`src/bre_pkg.sv`:
```
// Shared types and constants for the bilevel run-length row encoder.
// No dependencies; used by every module of the block by scoped names.
`default_nettype none

package bre_pkg;

    localparam int VALUE_W   = 13;
    localparam int KIND_W    = 2;
    localparam int WIDTH_W   = 13;
    localparam int OP_W      = 2;
    localparam int CFG_IDX_W = 1;
    localparam int QUEUE_DEPTH = 4;
    localparam int QPTR_W      = 2;

    // result kinds
    localparam logic [KIND_W-1:0] KIND_START = 2'd0;
    localparam logic [KIND_W-1:0] KIND_RUN   = 2'd1;
    localparam logic [KIND_W-1:0] KIND_END   = 2'd2;

    // pixel combine operations
    localparam logic [OP_W-1:0] OP_PASS_A = 2'd0;
    localparam logic [OP_W-1:0] OP_AND    = 2'd1;
    localparam logic [OP_W-1:0] OP_OR     = 2'd2;
    localparam logic [OP_W-1:0] OP_XOR    = 2'd3;

    // configuration register indexes
    localparam logic [CFG_IDX_W-1:0] REG_ROW_WIDTH  = 1'd0;
    localparam logic [CFG_IDX_W-1:0] REG_COMBINE_OP = 1'd1;

    // All results one pixel causes: an optional leading result (start colour
    // or finished run), then optionally the closing run plus end marker.
    typedef struct packed {
        logic                first_vld;
        logic [KIND_W-1:0]   first_kind;
        logic [VALUE_W-1:0]  lead_value;
        logic                end_vld;
        logic [VALUE_W-1:0]  end_run;
    } bundle_t;

endpackage

`default_nettype wire

```
`src/bre_encoder.sv`:
```
// Row state, configuration registers and per-pixel result bundle.
// Depends on bre_pkg.
`default_nettype none

module bre_encoder #(
    parameter int MAX_WIDTH = 4096
) (
    input  wire logic                            clk,
    input  wire logic                            rst_n,
    input  wire logic                            cfg_write,
    input  wire logic [bre_pkg::CFG_IDX_W-1:0]   cfg_index,
    input  wire logic [bre_pkg::WIDTH_W-1:0]     cfg_data,
    input  wire logic                            pix_accept,
    input  wire logic                            pixel_a,
    input  wire logic                            pixel_b,
    output logic                                 push,
    output bre_pkg::bundle_t                     bundle
);

    localparam int WMAX  = (1 << bre_pkg::WIDTH_W) - 1;
    localparam int W_CAP = (MAX_WIDTH > WMAX) ? WMAX : MAX_WIDTH;
    localparam int COL_W = (W_CAP > 1) ? $clog2(W_CAP) : 1;
    localparam logic [bre_pkg::WIDTH_W-1:0] WIDTH_CAP = bre_pkg::WIDTH_W'(W_CAP);

    logic [bre_pkg::WIDTH_W-1:0] row_width_reg;
    logic [bre_pkg::OP_W-1:0]    combine_op_reg;
    logic [COL_W-1:0]            column_reg,   column_next;
    logic                        prev_reg;
    logic [bre_pkg::VALUE_W-1:0] run_reg,      run_next;

    logic [bre_pkg::WIDTH_W-1:0] width_eff;
    logic                        pix;
    logic                        row_first;
    logic                        row_last;
    logic                        changed;
    logic [bre_pkg::VALUE_W-1:0] run_cur;

    always_comb
    begin
        width_eff = row_width_reg;
        if (width_eff == '0)
            width_eff = bre_pkg::WIDTH_W'(1);
        if (width_eff > WIDTH_CAP)
            width_eff = WIDTH_CAP;
    end

    always_comb
    begin
        unique case (combine_op_reg)
            bre_pkg::OP_AND: pix = pixel_a & pixel_b;
            bre_pkg::OP_OR:  pix = pixel_a | pixel_b;
            bre_pkg::OP_XOR: pix = pixel_a ^ pixel_b;
            default:         pix = pixel_a;
        endcase
    end

    assign row_first = (column_reg == '0);
    assign changed   = (pix != prev_reg);
    assign row_last  = ({1'b0, (bre_pkg::WIDTH_W)'(column_reg)} + 14'd1) >= {1'b0, width_eff};
    assign run_cur   = ((row_first || changed) ? '0 : run_reg) + bre_pkg::VALUE_W'(1);

    always_comb
    begin
        bundle.first_vld   = row_first || changed;
        bundle.first_kind  = row_first ? bre_pkg::KIND_START : bre_pkg::KIND_RUN;
        bundle.lead_value  = row_first ? bre_pkg::VALUE_W'(pix) : run_reg;
        bundle.end_vld     = row_last;
        bundle.end_run     = run_cur;
        push               = pix_accept && (bundle.first_vld || bundle.end_vld);
        if (row_last)
        begin
            column_next = '0;
            run_next    = '0;
        end
        else
        begin
            column_next = column_reg + COL_W'(1);
            run_next    = run_cur;
        end
    end

    always_ff @(posedge clk or negedge rst_n)
    begin
        if (!rst_n)
        begin
            row_width_reg  <= bre_pkg::WIDTH_W'(1);
            combine_op_reg <= bre_pkg::OP_PASS_A;
        end
        else if (cfg_write)
        begin
            unique case (cfg_index)
                bre_pkg::REG_ROW_WIDTH:  row_width_reg  <= cfg_data;
                bre_pkg::REG_COMBINE_OP: combine_op_reg <= cfg_data[bre_pkg::OP_W-1:0];
                default: ;
            endcase
        end
    end

    always_ff @(posedge clk or negedge rst_n)
    begin
        if (!rst_n)
        begin
            column_reg <= '0;
            prev_reg   <= 1'b0;
            run_reg    <= '0;
        end
        else if (pix_accept)
        begin
            column_reg <= column_next;
            prev_reg   <= pix;
            run_reg    <= run_next;
        end
    end

endmodule

`default_nettype wire

```
`src/bre_queue.sv`:
```
// Small queue of result bundles between the encoder and the serializer.
// Depends on bre_pkg.
`default_nettype none

module bre_queue (
    input  wire logic        clk,
    input  wire logic        rst_n,
    input  wire logic        push,
    input  bre_pkg::bundle_t push_data,
    input  wire logic        pop,
    output logic             full,
    output logic             nonempty,
    output bre_pkg::bundle_t head
);

    localparam int CNT_W = bre_pkg::QPTR_W + 1;

    bre_pkg::bundle_t            mem [bre_pkg::QUEUE_DEPTH];
    logic [bre_pkg::QPTR_W-1:0]  wr_ptr_reg;
    logic [bre_pkg::QPTR_W-1:0]  rd_ptr_reg;
    logic [CNT_W-1:0]            count_reg;

    assign full     = (count_reg == CNT_W'(bre_pkg::QUEUE_DEPTH));
    assign nonempty = (count_reg != '0);
    assign head     = mem[rd_ptr_reg];

    always_ff @(posedge clk)
    begin
        if (push)
            mem[wr_ptr_reg] <= push_data;
    end

    always_ff @(posedge clk or negedge rst_n)
    begin
        if (!rst_n)
        begin
            wr_ptr_reg <= '0;
            rd_ptr_reg <= '0;
            count_reg  <= '0;
        end
        else
        begin
            if (push)
                wr_ptr_reg <= wr_ptr_reg + bre_pkg::QPTR_W'(1);
            if (pop)
                rd_ptr_reg <= rd_ptr_reg + bre_pkg::QPTR_W'(1);
            if (push && !pop)
                count_reg <= count_reg + CNT_W'(1);
            else if (pop && !push)
                count_reg <= count_reg - CNT_W'(1);
        end
    end

endmodule

`default_nettype wire

```
`src/bre_serializer.sv`:
```
// Splits the head bundle into single results and holds the output register.
// Depends on bre_pkg.
`default_nettype none

module bre_serializer (
    input  wire logic                        clk,
    input  wire logic                        rst_n,
    input  wire logic                        nonempty,
    input  bre_pkg::bundle_t                 head,
    output logic                             pop,
    output logic                             out_valid,
    input  wire logic                        out_ready,
    output logic [bre_pkg::KIND_W-1:0]       out_kind,
    output logic [bre_pkg::VALUE_W-1:0]      out_value,
    output logic                             out_last
);

    logic [1:0]                  step_reg;
    logic                        valid_reg;
    logic [bre_pkg::KIND_W-1:0]  kind_reg;
    logic [bre_pkg::VALUE_W-1:0] value_reg;
    logic                        last_reg;

    logic                        load;
    logic [1:0]                  n_items;
    logic [1:0]                  pos;
    logic [bre_pkg::KIND_W-1:0]  kind_next;
    logic [bre_pkg::VALUE_W-1:0] value_next;
    logic                        last_next;

    assign load = nonempty && (!valid_reg || out_ready);

    always_comb
    begin
        n_items = {head.end_vld, 1'b0} + {1'b0, head.first_vld};
        pos     = step_reg - {1'b0, head.first_vld};
        if (head.first_vld && step_reg == 2'd0)
        begin
            kind_next  = head.first_kind;
            value_next = head.lead_value;
        end
        else if (pos == 2'd0)
        begin
            kind_next  = bre_pkg::KIND_RUN;
            value_next = head.end_run;
        end
        else
        begin
            kind_next  = bre_pkg::KIND_END;
            value_next = '0;
        end
        last_next = (step_reg == n_items - 2'd1);
        pop       = load && last_next;
    end

    always_ff @(posedge clk or negedge rst_n)
    begin
        if (!rst_n)
        begin
            step_reg  <= 2'd0;
            valid_reg <= 1'b0;
        end
        else if (load)
        begin
            step_reg  <= last_next ? 2'd0 : step_reg + 2'd1;
            valid_reg <= 1'b1;
        end
        else if (out_ready)
            valid_reg <= 1'b0;
    end

    always_ff @(posedge clk)
    begin
        if (load)
        begin
            kind_reg  <= kind_next;
            value_reg <= value_next;
            last_reg  <= last_next;
        end
    end

    assign out_valid = valid_reg;
    assign out_kind  = kind_reg;
    assign out_value = value_reg;
    assign out_last  = last_reg;

endmodule

`default_nettype wire

```
`src/bilevel_rle_row_encoder.sv`:
```
// Top level of the bilevel run-length row encoder.
// Depends on bre_pkg, bre_encoder, bre_queue and bre_serializer.
//
//  channel   signals                              request carries
//  --------  -----------------------------------  ---------------------------------
//  s_axis    s_tvalid s_tready s_tdata            one pixel pair
//  m_axis    m_tvalid m_tready m_tdata m_tuser     one result: kind, value, last
//            m_tlast
//  cfg       cfg_valid cfg_ready cfg_index         one register write
//            cfg_data
//
// A pixel request is taken at the edge it is offered and lands in the bundle
// queue; its first result is loaded into the output register once that register
// is empty or being taken, and is offered on m_axis from there. Further results of
// the same pixel follow one per cycle while m_tready stays high.
// Rate is set by the output port: one result per cycle while m_tready is high.
// Each pixel with results parks one bundle (up to three results) in a four-entry
// queue; s_tready drops only when that queue is full.
// Reset clears row position, run count, queue and output register; row_width
// returns to 1 and combine_op to pass-A. cfg_ready is always high.
`default_nettype none

module bilevel_rle_row_encoder #(
    parameter int MAX_WIDTH = 4096
) (
    input  wire logic                               clk,
    input  wire logic                               rst_n,
    // slave stream: [0] pixel_a, [1] pixel_b, [7:2] zero
    input  wire logic                               s_tvalid,
    output logic                                    s_tready,
    input  wire logic [7:0]                         s_tdata,
    // master stream: tdata [12:0] value, [15:13] zero; tuser [1:0] kind
    output logic                                    m_tvalid,
    input  wire logic                               m_tready,
    output logic [15:0]                             m_tdata,
    output logic [bre_pkg::KIND_W-1:0]              m_tuser,
    output logic                                    m_tlast,
    // configuration writes
    input  wire logic                               cfg_valid,
    output logic                                    cfg_ready,
    input  wire logic [bre_pkg::CFG_IDX_W-1:0]      cfg_index,
    input  wire logic [bre_pkg::WIDTH_W-1:0]        cfg_data
);

    logic                        pix_accept;
    logic                        push;
    logic                        pop;
    logic                        q_full;
    logic                        q_nonempty;
    bre_pkg::bundle_t            push_bundle;
    bre_pkg::bundle_t            head_bundle;
    logic [bre_pkg::VALUE_W-1:0] out_value;

    assign cfg_ready  = 1'b1;
    assign s_tready   = !q_full;
    assign pix_accept = s_tvalid && s_tready;

    bre_encoder #(
        .MAX_WIDTH (MAX_WIDTH)
    ) u_enc (
        .clk        (clk),
        .rst_n      (rst_n),
        .cfg_write  (cfg_valid && cfg_ready),
        .cfg_index  (cfg_index),
        .cfg_data   (cfg_data),
        .pix_accept (pix_accept),
        .pixel_a    (s_tdata[0]),
        .pixel_b    (s_tdata[1]),
        .push       (push),
        .bundle     (push_bundle)
    );

    // a pixel that causes no result pushes nothing
    bre_queue u_queue (
        .clk       (clk),
        .rst_n     (rst_n),
        .push      (push),
        .push_data (push_bundle),
        .pop       (pop),
        .full      (q_full),
        .nonempty  (q_nonempty),
        .head      (head_bundle)
    );

    bre_serializer u_ser (
        .clk       (clk),
        .rst_n     (rst_n),
        .nonempty  (q_nonempty),
        .head      (head_bundle),
        .pop       (pop),
        .out_valid (m_tvalid),
        .out_ready (m_tready),
        .out_kind  (m_tuser),
        .out_value (out_value),
        .out_last  (m_tlast)
    );

    assign m_tdata = {3'b000, out_value};

endmodule

`default_nettype wire

```
`config.mk`:
```
export PLATFORM = sky130hd
export DESIGN_NAME = bilevel_rle_row_encoder
export DESIGN_NICKNAME = d
export VERILOG_FILES = /design/src/bre_pkg.sv /design/src/bre_encoder.sv /design/src/bre_queue.sv /design/src/bre_serializer.sv /design/src/bilevel_rle_row_encoder.sv
export SDC_FILE = /design/constraint.sdc
export NUM_CORES = 1
export LEC_CHECK = 0
export ABC_AREA = 1
export BUFFER_PORTS_ARGS = -buffer_cell sky130_fd_sc_hd__clkbuf_2
export CAP_MARGIN = 30
export CORE_MARGIN = 10
export CORE_UTILIZATION = 60
export DETAILED_ROUTE_END_ITERATION = 10
export PLACE_DENSITY = 0.75
export REMOVE_ABC_BUFFERS = 1
export SLEW_MARGIN = 30
export SYNTH_ARGS = -nofsm -noshare
export SYNTH_HDL_FRONTEND = slang
export SYNTH_HIERARCHICAL = 1
export SYNTH_SLANG_ARGS = --single-unit
```
`constraint.sdc`:
```
create_clock -name clk -period 6.4 [get_ports clk]
set_input_delay 0.96 -clock clk [delete_from_list [all_inputs] [get_ports clk]]
set_output_delay 0.96 -clock clk [all_outputs]
set_load 0.01 [all_outputs]
```
==> results of run 1 <==
kinds of logic after synthesis:
group	after synthesis	share of synthesized area
AOI/OAI and AO/OA	127	0.100
xor gates and xnor gates	13	0.0124
adders and majority gates	25	0.0348
buffers and inverters	174	0.0864
DFF	187	0.583
muxes	10	0.0123
other	3	0.00123
and+or+nand+nor	343	0.169
area by class of cell:
class | count | share of cell area
clock inverters | 15 | 0.0153
multi-input cells | 523 | 0.305
flip-flops and latches | 187 | 0.537
inverters | 134 | 0.0506
well taps | 188 | 0.0235
clock buffers | 17 | 0.0426
repair buffers | 48 | 0.0265
path summary, 6_finish.rpt:
check,to,start,slack (ns)
setup reg to reg,u_queue/count_reg[2],u_enc/column_reg[0],2.37
hold reg to reg,u_queue/count_reg[2],u_queue/count_reg[2],0.47
max in group asynchronous,u_queue/rd_ptr_reg[0],rst_n,5.22
setup / recovery,u_queue/count_reg[2],u_enc/column_reg[0],2.37
min in group asynchronous,u_enc/run_reg[9],rst_n,0.66
hold / removal,u_queue/count_reg[2],u_queue/count_reg[2],0.47
power by group through the flow:
stage | combinational [mW] | clock [mW] | sequential, mW
after detailed placement | 1.88 | 0 | 1.92
after global placement | 1.82 | 0 | 1.91
final | 1.87 | 1.02 | 1.89
after floorplan | 1.26 | 0 | 1.97
after CTS | 1.89 | 1.03 | 1.90
after global routing | 2.11 | 1.08 | 1.93
worst reg2reg max path: cells and delay by family (launching register included):
kind / cells / cell delay [ns]
compound gates: 1 / 0.12
xor+xnor: 1 / 0.18
fa+ha+maj: 4 / 1.17
buf+inv: 2 / 0.13
flops: 1 / 0.45
simple gates: 13 / 1.88
metrics by stage:
stage / power (mW) / hold slack, ns / std cells / utilization / setup WS [ns]
after floorplan: 3.23 / 0.442 / 844 / - / 2.08
after global placement: 3.73 / 0.460 / 1080 / 0.624 / 2.51
after detailed placement: 3.80 / 0.467 / 1080 / 0.624 / 2.40
after CTS: 4.82 / 0.482 / 1112 / 0.663 / 2.35
after global routing: 5.12 / 0.514 / 1112 / 0.663 / 1.91
final: 4.78 / 0.475 / 1112 / 0.663 / 2.37
layout by cell type, fill, tap and decap left out, types with 5 or more instances in the layout:
master and count:
clkbuf_16 17, inv_1 127, nand2_2 6, xor2_1 11
nor2_2 6, a21oi_1 13, nand3_2 5, ha_1 24
o211ai_2 11, dfrtp_1 49, o21ai_0 28, o21ai_1 7
conb_1 5, nor2_4 9, clkinvlp_4 7, o211ai_1 50
buf_4 10, clkbuf_2 38, mux2_2 10, nor2_1 32
nand3_1 47, nand4_1 7, nand2_1 212, edfxtp_1 136
o21ai_2 8, nor3_1 6, and2_1 5
metal layers:
layer	track usage	vias up	wire length (um)
met4	0.0881	0	393
met5	0	-	0
met3	0.0340	36	790
met1	0.211	2867	7530
met2	0.305	142	8800
li1	-	2996	-
==> impl_metrics.csv, run 1 <==
group,metric,value,unit
status,status,"complete, no violations",
timing,period_needed,4.03,ns
synth,ys_types,41,
clocking,postCtsSetupBuffers,0,
synth,synthFlopType,"edfxtp_1",
critical_path,cp-end-kind,"register",
clocking,clkSinkCount,187,
synth,ys_ff_latch,187,
critical_path,cp_cell_sequence,"ha_1 -> nand3_1 -> nor2_1 -> nand2_1 -> nor2_1 -> nand3_1 -> xor2_1 -> ha_1 -> nand2_1 -> nor3_1 -> o21ai_0 -> nand3_1 -> nor2_1 -> nor2_1 -> ha_1 -> inv_1 -> fa_1 -> inv_1 -> nand2_1 -> nand4_1 -> nand2_1",
floorplan,die_w,144,um
timing,rsz0062_at_grt,"no",
drt,via_count,6041,
placement,port_buffers,38,
clocking,cts_made_buffers,17,
global_routing,grt_usage,0.178,
timing,tightestPinTransition,0.827,ns
global_routing,grt_pass1_wl,28700,um
clocking,clk_pin_slew_worst_paths,0.06,ns
drt,avgRoutedWirePerCell,15.7,um
synth,synth_edf_count,136,
layout,top_register,"u_queue/mem",
synth,syn_area,9190,um^2
drt,drt_first_pass_iters,5,
power_and_ir_drop,power.internal,2.87,mW
floorplan,coreArea,15100,um^2
timing,fin_crit_sh,0.630,
clocking,clockBufferDepth,2,
clocking,cts_resized,0,
synth,yosys.area.top_type,"edfxtp_1",
worst_hold_path,whs_path_depth,2,
global_routing,antenna_found_initial,0,
synth,syn_area_per_cell,10.4,um^2
synth,synth_common_cells,"nand2_1, edfxtp_1, inv_1",
critical_path,arrival,4.36,ns
critical_path,critical-path-top-delay-family,"simple AND/OR/NAND/NOR gates",
layout,largest_reg_flops,120,
critical_path,worstPathMaxFanout,8,
critical_path,worst-path-stages,21,
timing,fmax,248,MHz
clocking,cts_max_level,4,
global_routing,grt_pass1_vias,5825,
clocking,cts_tree,"done",
power_and_ir_drop,seqPwrFrac,0.396,
placement,gp_congestion,0.867,
job,maxCapViolCount,0,
drt,viasPerCell,5.43,
floorplan,ios,49,
synth,yosys_warnings,6,
power_and_ir_drop,p_per_area,478,nW/um^2
critical_path,r2r_cells,21,
power_and_ir_drop,pwr-share-clk,0.212,
floorplan,start_util,0.609,
worst_hold_path,hold_class,"register to register",
critical_path,cp.required,6.73,ns
timing,hold_violations,0,
synth,yosysMostFrequentCell,"nand2_1",
power_and_ir_drop,power_frac_comb,0.392,
layout,nets,963,
layout,drive_above_1_share,0.165,
drt,drc_errors,0,
timing,setup-tns-final,0,ns
drt,ant_nets,0,
global_routing,overflow,0,
synth,async_reset_ff_frac,0.273,
placement,placed_area,9420,um^2
clocking,ctsHoldBuffers,0,
drt,drt-total-wl,17500,um
timing,final-setup-viol-count,0,
layout,diodes,0,
power_and_ir_drop,switching_share,0.399,
critical_path,worstSetupPathType,"register to register",
floorplan,die_h,144,um
critical_path,critPathSlowestCell,"dfrtp_1",
power_and_ir_drop,p_sw,1.91,mW
power_and_ir_drop,vdd_drop_max,0.000233,V
layout,multi_input_area,3050,um^2
synth,ys_seq_area_frac,0.583,
timing,slew_viol_final,0,
timing,finClkSkew,0.00739,ns
layout,seq_area,5370,um^2
placement,dpl.hpwl,11000,um
clocking,insertion_delay,0.43,ns
global_routing,grt_max_degree,74,
timing,relSlewSlack,0.448,
critical_path,critPathMaxStageDelay,0.45,ns
synth,synth.area.top_cells,"edfxtp_1, dfrtp_1, nand2_1",
floorplan,die-area,20700,um^2
clocking,cts_root_buf,"clkbuf_16",
synth,syn_inst,882,
power_and_ir_drop,p_leak,4.30,nW
synth,yosys.area.top_type_share,0.444,
layout,area.growth.synth_to_final,8.77,%
critical_path,cp_num_buf_inv,2,
floorplan,std_cell_rows,45,
layout,fillers,1164,
layout,final_area,10000,um^2
drt,drt_iter0_drc,356,
critical_path,cp-start-kind,"register",
Power figures use the tool's default switching activity.
==> run 2, diff against run 1 <==
==> constraint.sdc (replaced) <==
create_clock -name clk -period 4 [get_ports clk]
set_input_delay 0.6 -clock clk [delete_from_list [all_inputs] [get_ports clk]]
set_output_delay 0.6 -clock clk [all_outputs]
set_load 0.01 [all_outputs]
==> run 2 against run 1 <==
  * Sequential share of layout area down 0.37 points
  * Clock skew up 0.00054 ns
  * Via count unchanged
  * Global-route usage up 0.26 points
  * Critical path type unchanged
  * Wire length about the same
  * Die area unchanged
  * Critical endpoint unchanged
  * Final area up 0.69%
  * Fmax up 14%
  * Highest routed layer unchanged
==> impl_metrics.csv, run 2 (synthesis gave the netlist of run 1 again) <==
group,metric,value,unit
power_and_ir_drop,p_leak,4.36,nW
drt,viasPerCell,5.42,
critical_path,cp_cell_sequence,"ha_1 -> nand3_1 -> nor2_1 -> nand2_1 -> nor2_1 -> nand3_1 -> xor2_1 -> ha_1 -> nand2_1 -> nor3_1 -> o21ai_0 -> nand3_2 -> nor2_1 -> nor2_1 -> ha_1 -> inv_1 -> fa_1 -> nand2_1 -> nand3_1 -> nand2_1 -> nand2_1",
floorplan,coreArea,15100,um^2
timing,period_needed,3.53,ns
floorplan,start_util,0.609,
critical_path,startpoint,"u_enc/column_reg[0]",
floorplan,std_cell_rows,45,
critical_path,r2r_slack,0.47,ns
critical_path,cp-start-kind,"register",
layout,drive_above_1_share,0.168,
clocking,cts_tree,"done",
timing,setup-tns-final,0,ns
drt,avgRoutedWirePerCell,15.7,um
clocking,ctsHoldBuffers,0,
global_routing,use_met2,0.305,
job,maxCapViolCount,0,
global_routing,overflow,0,
drt,drt_first_pass_iters,6,
timing,finClkSkew,0.00793,ns
drt,drt-total-wl,17500,um
layout,instances_no_fill,1115,
critical_path,cp-end-kind,"register",
timing,final-setup-viol-count,0,
drt,drt_iter0_drc,367,
clocking,cts_max_level,4,
clocking,cts_made_buffers,17,
layout,diodes,0,
critical_path,r2r_start,"u_enc/column_reg[0]",
critical_path,r2r_cells,21,
layout,nets,966,
timing,rsz0062_at_grt,"no",
global_routing,met1_usage,0.218,
placement,port_buffers,38,
layout,fillers,1124,
floorplan,ios,49,
clocking,clkSinkCount,187,
critical_path,r2r_end,"u_queue/count_reg[2]",
floorplan,die_h,144,um
layout,largest_reg_flops,120,
worst_hold_path,hold_class,"primary input to async pin",
clocking,cts_resized,0,
critical_path,critPathMaxStageDelay,0.43,ns
timing,slew_viol_final,0,
timing,fmax,283,MHz
floorplan,die_w,144,um
drt,drc_errors,0,
global_routing,grt_pass1_wl,28900,um
placement,dp.cells,1083,
critical_path,arrival,3.87,ns
timing,fin_crit_sh,0.884,
power_and_ir_drop,vdd_drop_max,0.000410,V
placement,gp_congestion,0.827,
drt,ant_nets,0,
global_routing,antenna_found_initial,0,
critical_path,worstSetupPathType,"register to register",
clocking,cts_root_buf,"clkbuf_16",
layout,area.growth.synth_to_final,9.52,%
clocking,insertion_delay,0.44,ns
critical_path,cp.required,4.33,ns
timing,relSlewSlack,0.416,
global_routing,grt-busiest-layer,"met2",
timing,tightestPinTransition,0.876,ns
critical_path,critical_path.endpoint,"u_queue/count_reg[2]",
status,status,"complete, no violations",
drt,via_count,6041,
floorplan,die-area,20700,um^2
critical_path,worstPathMaxFanout,6,
layout,layout_commonest_cell,"nand2_1",
critical_path,critPathSlowestCell,"dfrtp_1",
global_routing,grt_max_degree,88,
clocking,clockBufferDepth,2,
layout,top_register,"u_queue/mem",
timing,hold_violations,0,
clocking,postCtsSetupBuffers,0,
placement,dpl.hpwl,11000,um
global_routing,met3_usage,0.0465,
layout,layout_common_cells,"nand2_1, edfxtp_1, inv_1",
global_routing,grt_usage,0.181,
clocking,clk_pin_slew_worst_paths,0.07,ns
power_and_ir_drop,p_per_area,767,nW/um^2
global_routing,grt_pass1_vias,5779,
layout,utilization,0.667,
critical_path,crit_path_frequent_cell,"nand2_1",
-- run 2: report_power, final --
part           internal, mW  switching [mW]  leakage, nW  total, mW
Clock                 0.916           0.710        0.269       1.63
Combinational         0.996            2.09         2.17       3.09
Sequential             2.75           0.258         1.92       3.00
-- run 2: metrics by stage --
step	cell area, um^2	power (mW)	hold WS, ns	setup slack, ns
floorplan	8910	5.17	0.304	-0.317
global placement	9490	6.01	0.460	0.509
detailed placement	9490	6.15	0.458	0.423
CTS	10100	7.78	0.145	0.376
global route	10100	8.28	0.154	0.0802
finish	10100	7.72	0.135	0.466
-- run 2: final cells by class --
class	count	area, um^2	area share
Sequential cell	187	5370	0.533
Multi-Input combinational cell	523	3050	0.303
Inverter	134	505	0.0502
Clock buffer	17	425	0.0423
Timing Repair Buffer	51	338	0.0336
Tap cell	188	235	0.0234
Clock inverter	15	149	0.0148
-- run 2: worst max-delay path: cells and delay by family (launching register included) --
kind / cells / cell delay [ns]
AO/OA/AOI/OAI: 1 / 0.13
XOR/XNOR: 1 / 0.18
adder cells (fa/ha/maj): 4 / 1.11
buffers and inverters: 1 / 0.07
flip-flops: 1 / 0.43
AND/OR/NAND/NOR: 14 / 1.51
-- run 2: worst min-delay path by stage --
stage / from / to / depth (start not counted)
after floorplan: rst_n / u_enc/column_reg[0] / 0
after global placement: u_queue/count_reg[2] / u_queue/count_reg[2] / 2
after detailed placement: u_queue/count_reg[2] / u_queue/count_reg[2] / 2
after CTS: rst_n / u_ser/out_valid / 1
after global routing: rst_n / u_ser/out_valid / 1
final: rst_n / u_ser/out_valid / 1
-- run 2: metal layers --
metal	part of all wire	vias to the layer above
met2	0.50	160
met5	0	-
met4	0.020	0
li1	-	2997
met3	0.057	26
met1	0.42	2858
